`src/sv/bba_pkg.sv`:
```
// package with shared constants, codes and parameter defaults of the block allocator
`timescale 1ns / 1ps
package bba_pkg;

    localparam int MAP_BITS_DEF  = 8192;
    localparam int WORD_BITS_DEF = 64;

    // map index width: covers any 16 bit block number and a map of 65536 bits
    localparam int IDX_W   = 17;
    localparam int BLK_W   = 16;
    localparam int CNT_W   = 14;
    localparam int CFG_W   = 16;

    localparam logic [CNT_W-1:0] COUNT_MAX = {CNT_W{1'b1}};

    localparam logic [1:0] CMD_FORMAT  = 2'd0;
    localparam logic [1:0] CMD_RESERVE = 2'd1;
    localparam logic [1:0] CMD_RELEASE = 2'd2;
    localparam logic [1:0] CMD_QUERY   = 2'd3;

    localparam logic [1:0] ST_OK       = 2'd0;
    localparam logic [1:0] ST_NO_SPACE = 2'd1;
    localparam logic [1:0] ST_RANGE    = 2'd2;
    localparam logic [1:0] ST_FREE     = 2'd3;

    localparam logic REG_DATA_START  = 1'b0;
    localparam logic REG_DATA_BLOCKS = 1'b1;

endpackage

```
`src/sv/bba_find.sv`:
```
// lowest clear bit of one map word among the bits below the managed count
`timescale 1ns / 1ps
module bba_find #(
    parameter int WORD_BITS = bba_pkg::WORD_BITS_DEF,
    parameter int BW        = $clog2(WORD_BITS)
) (
    input  logic [WORD_BITS-1:0]      i_word,
    input  logic [bba_pkg::IDX_W-1:0] i_base,
    input  logic [bba_pkg::IDX_W-1:0] i_limit,
    output logic                      o_found,
    output logic [BW-1:0]             o_bit
);
    import bba_pkg::*;

    logic [IDX_W-1:0] w_avail;

    // bits of this word that lie below the managed count
    assign w_avail = (i_limit > i_base) ? (i_limit - i_base) : '0;

    always_comb begin
        o_found = 1'b0;
        o_bit   = '0;
        for (int b = WORD_BITS - 1; b >= 0; b--) begin
            if (!i_word[b] && (IDX_W'(b) < w_avail)) begin
                o_found = 1'b1;
                o_bit   = BW'(b);
            end
        end
    end

endmodule

```
`config.mk`:
```
export PLATFORM = sky130hd
export DESIGN_NAME = bba_find
export DESIGN_NICKNAME = d
export VERILOG_FILES = /design/src/sv/bba_pkg.sv /design/src/sv/bba_find.sv
export SDC_FILE = /design/constraint.sdc
export NUM_CORES = 1
export LEC_CHECK = 0
export ABC_AREA = 1
export BUFFER_PORTS_ARGS = -buffer_cell sky130_fd_sc_hd__buf_2
export CAP_MARGIN = 20
export CORE_UTILIZATION = 59
export DETAILED_ROUTE_END_ITERATION = 12
export PLACE_DENSITY = 0.91
export SYNTH_ARGS = -nofsm -noshare
export SYNTH_HDL_FRONTEND = slang
export SYNTH_SLANG_ARGS = --single-unit
```
`constraint.sdc`:
```
create_clock -name vclk -period 10.21
set_clock_uncertainty 0.15 [all_clocks]
set_input_delay 2.042 -clock vclk [all_inputs]
set_output_delay 2.042 -clock vclk [all_outputs]
set_load 0.005 [all_outputs]
```
==> run summary <==
The flow ran to the end, and the final reports show no timing, DRC or antenna violations. In the final layout, the share of cells above drive strength 1 is 0.192. The die outline height is 77.2 µm. The area inside the core boundary is about 5500 µm². The worst-margin pin slew is roughly 790 ps.

The kind of path behind the tightest hold check is in -> out. Of the synthesized area, sequential elements account for 0. The die is roughly 77 µm wide. The number of standard cells after synthesis is 701. The count of sequential standard cells came out at 0.

The worst hold margin is around 4300 ps. The post-cts sizing count came out at 0. The total global routing overflow came out at 0. At the worst endpoint, the arrival time is 7150 ps. The sum of net half-perimeters after detailed placement came out at 9890 µm. The critical path is of the in -> out type. The first-pass iteration count of the detailed router came out at 5.

The sequential cell area came out at 0 µm². The number of max-capacitance violations reported is 0. Yosys instantiated no cell more often than sky130_fd_sc_hd__nand2_1. In this design, the critical path's most frequently occurring cell is sky130_fd_sc_hd__nand2_1. The count of final hold-check violations came out at 0.

The share of synthesized area in the top cell type comes to 0.273. The sort of element at the start of the critical path is an input pin. The required time of the worst setup path is 8020 ps.

The startpoint of the lowest-slack hold path is i_word[0]. The average routed wire per standard cell came out at 13.0 µm. The maximum number of pins on one net before global-route repair is 26. The final design area excluding fillers is between 3000 and 4000 µm². The routed design has 11300 µm of wire. The timing-limited maximum frequency came out at 0.107 GHz. Setup violations remaining at the end of the flow were counted as 0.

The leakage power came out at 2.58 nW. The filler cell count is 584. The worst max-slew margin expressed relative to the limit is 0.457. The number of antenna violations at the first check in global routing is 0. The count of cell types in the netlist is 47. The number of remaining DRC errors came out at 0. Setup total negative slack on the finished layout was measured at 0 ps.

In this run the remaining antenna-violating nets after routing total 0. In the global route stage, overall resource usage came out at 0.374. The synthesis-to-layout area growth came out at 17.4%. The net total in the final layout came out at 919. The slowest stage of the critical path belongs to the cell sky130_fd_sc_hd__nor2_4. The maximum single-stage delay on the critical path is between 400 and 500 ps. The biggest area contributor in the post-synthesis netlist is sky130_fd_sc_hd__nand2_1. The time the worst path needs with I/O delays and setup is 9340 ps. The total of clock buffers placed in the layout is 0. The final count of pins violating max slew was 0. In this run the mean area of a mapped cell was 4.76 µm².

The commonest cells after synthesis are 243 x sky130_fd_sc_hd__nand2_1, 155 x sky130_fd_sc_hd__inv_1, 81 x sky130_fd_sc_hd__nor2_1. The iteration-0 DRC count of the detailed router came out at 373. The maximum net fanout on the critical path came out at 25. In the routed layout, each cell is associated on average with a via count of 5.47. The final clock period utilization by the worst path came out at 0.915. OpenSTA, run right after detailed placement, puts the worst setup slack at 1020 ps. The via count of the first global-routing pass came out at between 4k and 5k. Setup repair after global routing left no endpoint under its margin. The number of nets in the synthesized netlist came out at 817.

The die outline area came out at roughly 6000 µm². The largest vdd supply drop came out at 0.0430 mV. The areal power density over the cells came out at 89.7 nW/µm². The placement-stage cell area is 3920 µm².

The floorplan has 27 rows. The number of I/O port buffers came out at 105. The worst-case setup margin in the final layout came out at approximately 870 ps. The number of warnings reported in the yosys synthesis log is 0. The launching element of the worst setup path is i_base[0].

The final weighted congestion in routability-driven placement is 1.02. The number of hold buffers added after CTS came out at 0. The first-pass GRT wire length came out at 18600 µm. The repair_antennas step left the layout with diodes totalling 0. The kind of end point of the critical path is an output pin. The worst hold path stage count came out at 4. The number of buffers inserted by post-CTS setup repair is 0.

The hold-critical path endpoint is o_bit[0]. Yosys attributes the largest share of cell area to sky130_fd_sc_hd__nand2_1 27%, sky130_fd_sc_hd__inv_1 17%, sky130_fd_sc_hd__nor2_1 9.1%. Summing over every cut layer, the via total after detailed routing is roughly 4.8k. The initial cell density of the core is 0.610. The synthesized area is 3340 µm². The boundary pin count is 105.
-- how the worst max path moves through the flow --
stage / to / slack, ps
2_1_floorplan: o_bit[0] / 2170
3_3_place_gp: o_bit[0] / 1120
3_5_place_dp: o_bit[0] / 1020
4_1_cts: o_bit[0] / 1000
5_1_grt: o_bit[0] / 270
6_report: o_bit[0] / 870
-- power breakdown --
group	internal, mW	leakage [nW]	switching, mW
Clock	0	0	0
Sequential	0	0	0
Combinational	0.114	2.58	0.238
-- cell usage in the layout (no fill, tap or decap), drive strengths merged, types with 4 or more instances in the layout --
master | netlist | layout
nand4 | 7 | 7
inv | 166 | 166
nand3 | 34 | 34
o21ai | 20 | 20
nor2 | 91 | 91
or2 | 6 | 6
nand3b | 9 | 9
ha | 17 | 17
buf | 2 | 105
o21bai | 12 | 12
a31oi | 6 | 6
nor3 | 4 | 4
o211ai | 4 | 4
a21oi | 37 | 37
nand2 | 254 | 254
xor2 | 4 | 4
-- worst max-delay path, delay by kind of cell --
family | cells | cell delay [ps]
buffers and inverters | 2 | 230
adders and majority gates | 2 | 660
and+or+nand+nor | 54 | 3830
AOI/OAI and AO/OA | 3 | 350
-- per-stage QoR --
step                utilization  cells  total power [mW]
floorplan                     -    701             0.255
global placement          0.717    873             0.333
detailed placement        0.717    873             0.340
CTS                       0.717    873             0.341
global route              0.717    873             0.390
finish                    0.717    873             0.352
-- area by class of cell --
type,instances,area (µm²),share of cell area
multi-input combinational,529,2680,0.683
tap,72,90.1,0.0230
timing repair buffer,105,526,0.134
inverter,167,627,0.160
-- cell families after synthesis --
| family | Yosys count | synth area share |
|---|---|---|
| AND/OR/NAND/NOR | 409 | 0.534 |
| buffers and inverters | 172 | 0.198 |
| AO/OA/AOI/OAI | 97 | 0.186 |
| adder cells (fa/ha/maj) | 18 | 0.0697 |
| XOR/XNOR | 5 | 0.0131 |
-- layer usage --
| metal | part of all wire | up-vias | global-route usage |
|---|---|---|---|
| met5 | 0 | - | 0 |
| met4 | 0.042 | 0 | 0.149 |
| met3 | 0.080 | 58 | 0.0310 |
| met2 | 0.47 | 260 | 0.681 |
| met1 | 0.40 | 2094 | 0.447 |
| li1 | - | 2365 | - |
Power figures use the tool's default switching activity.
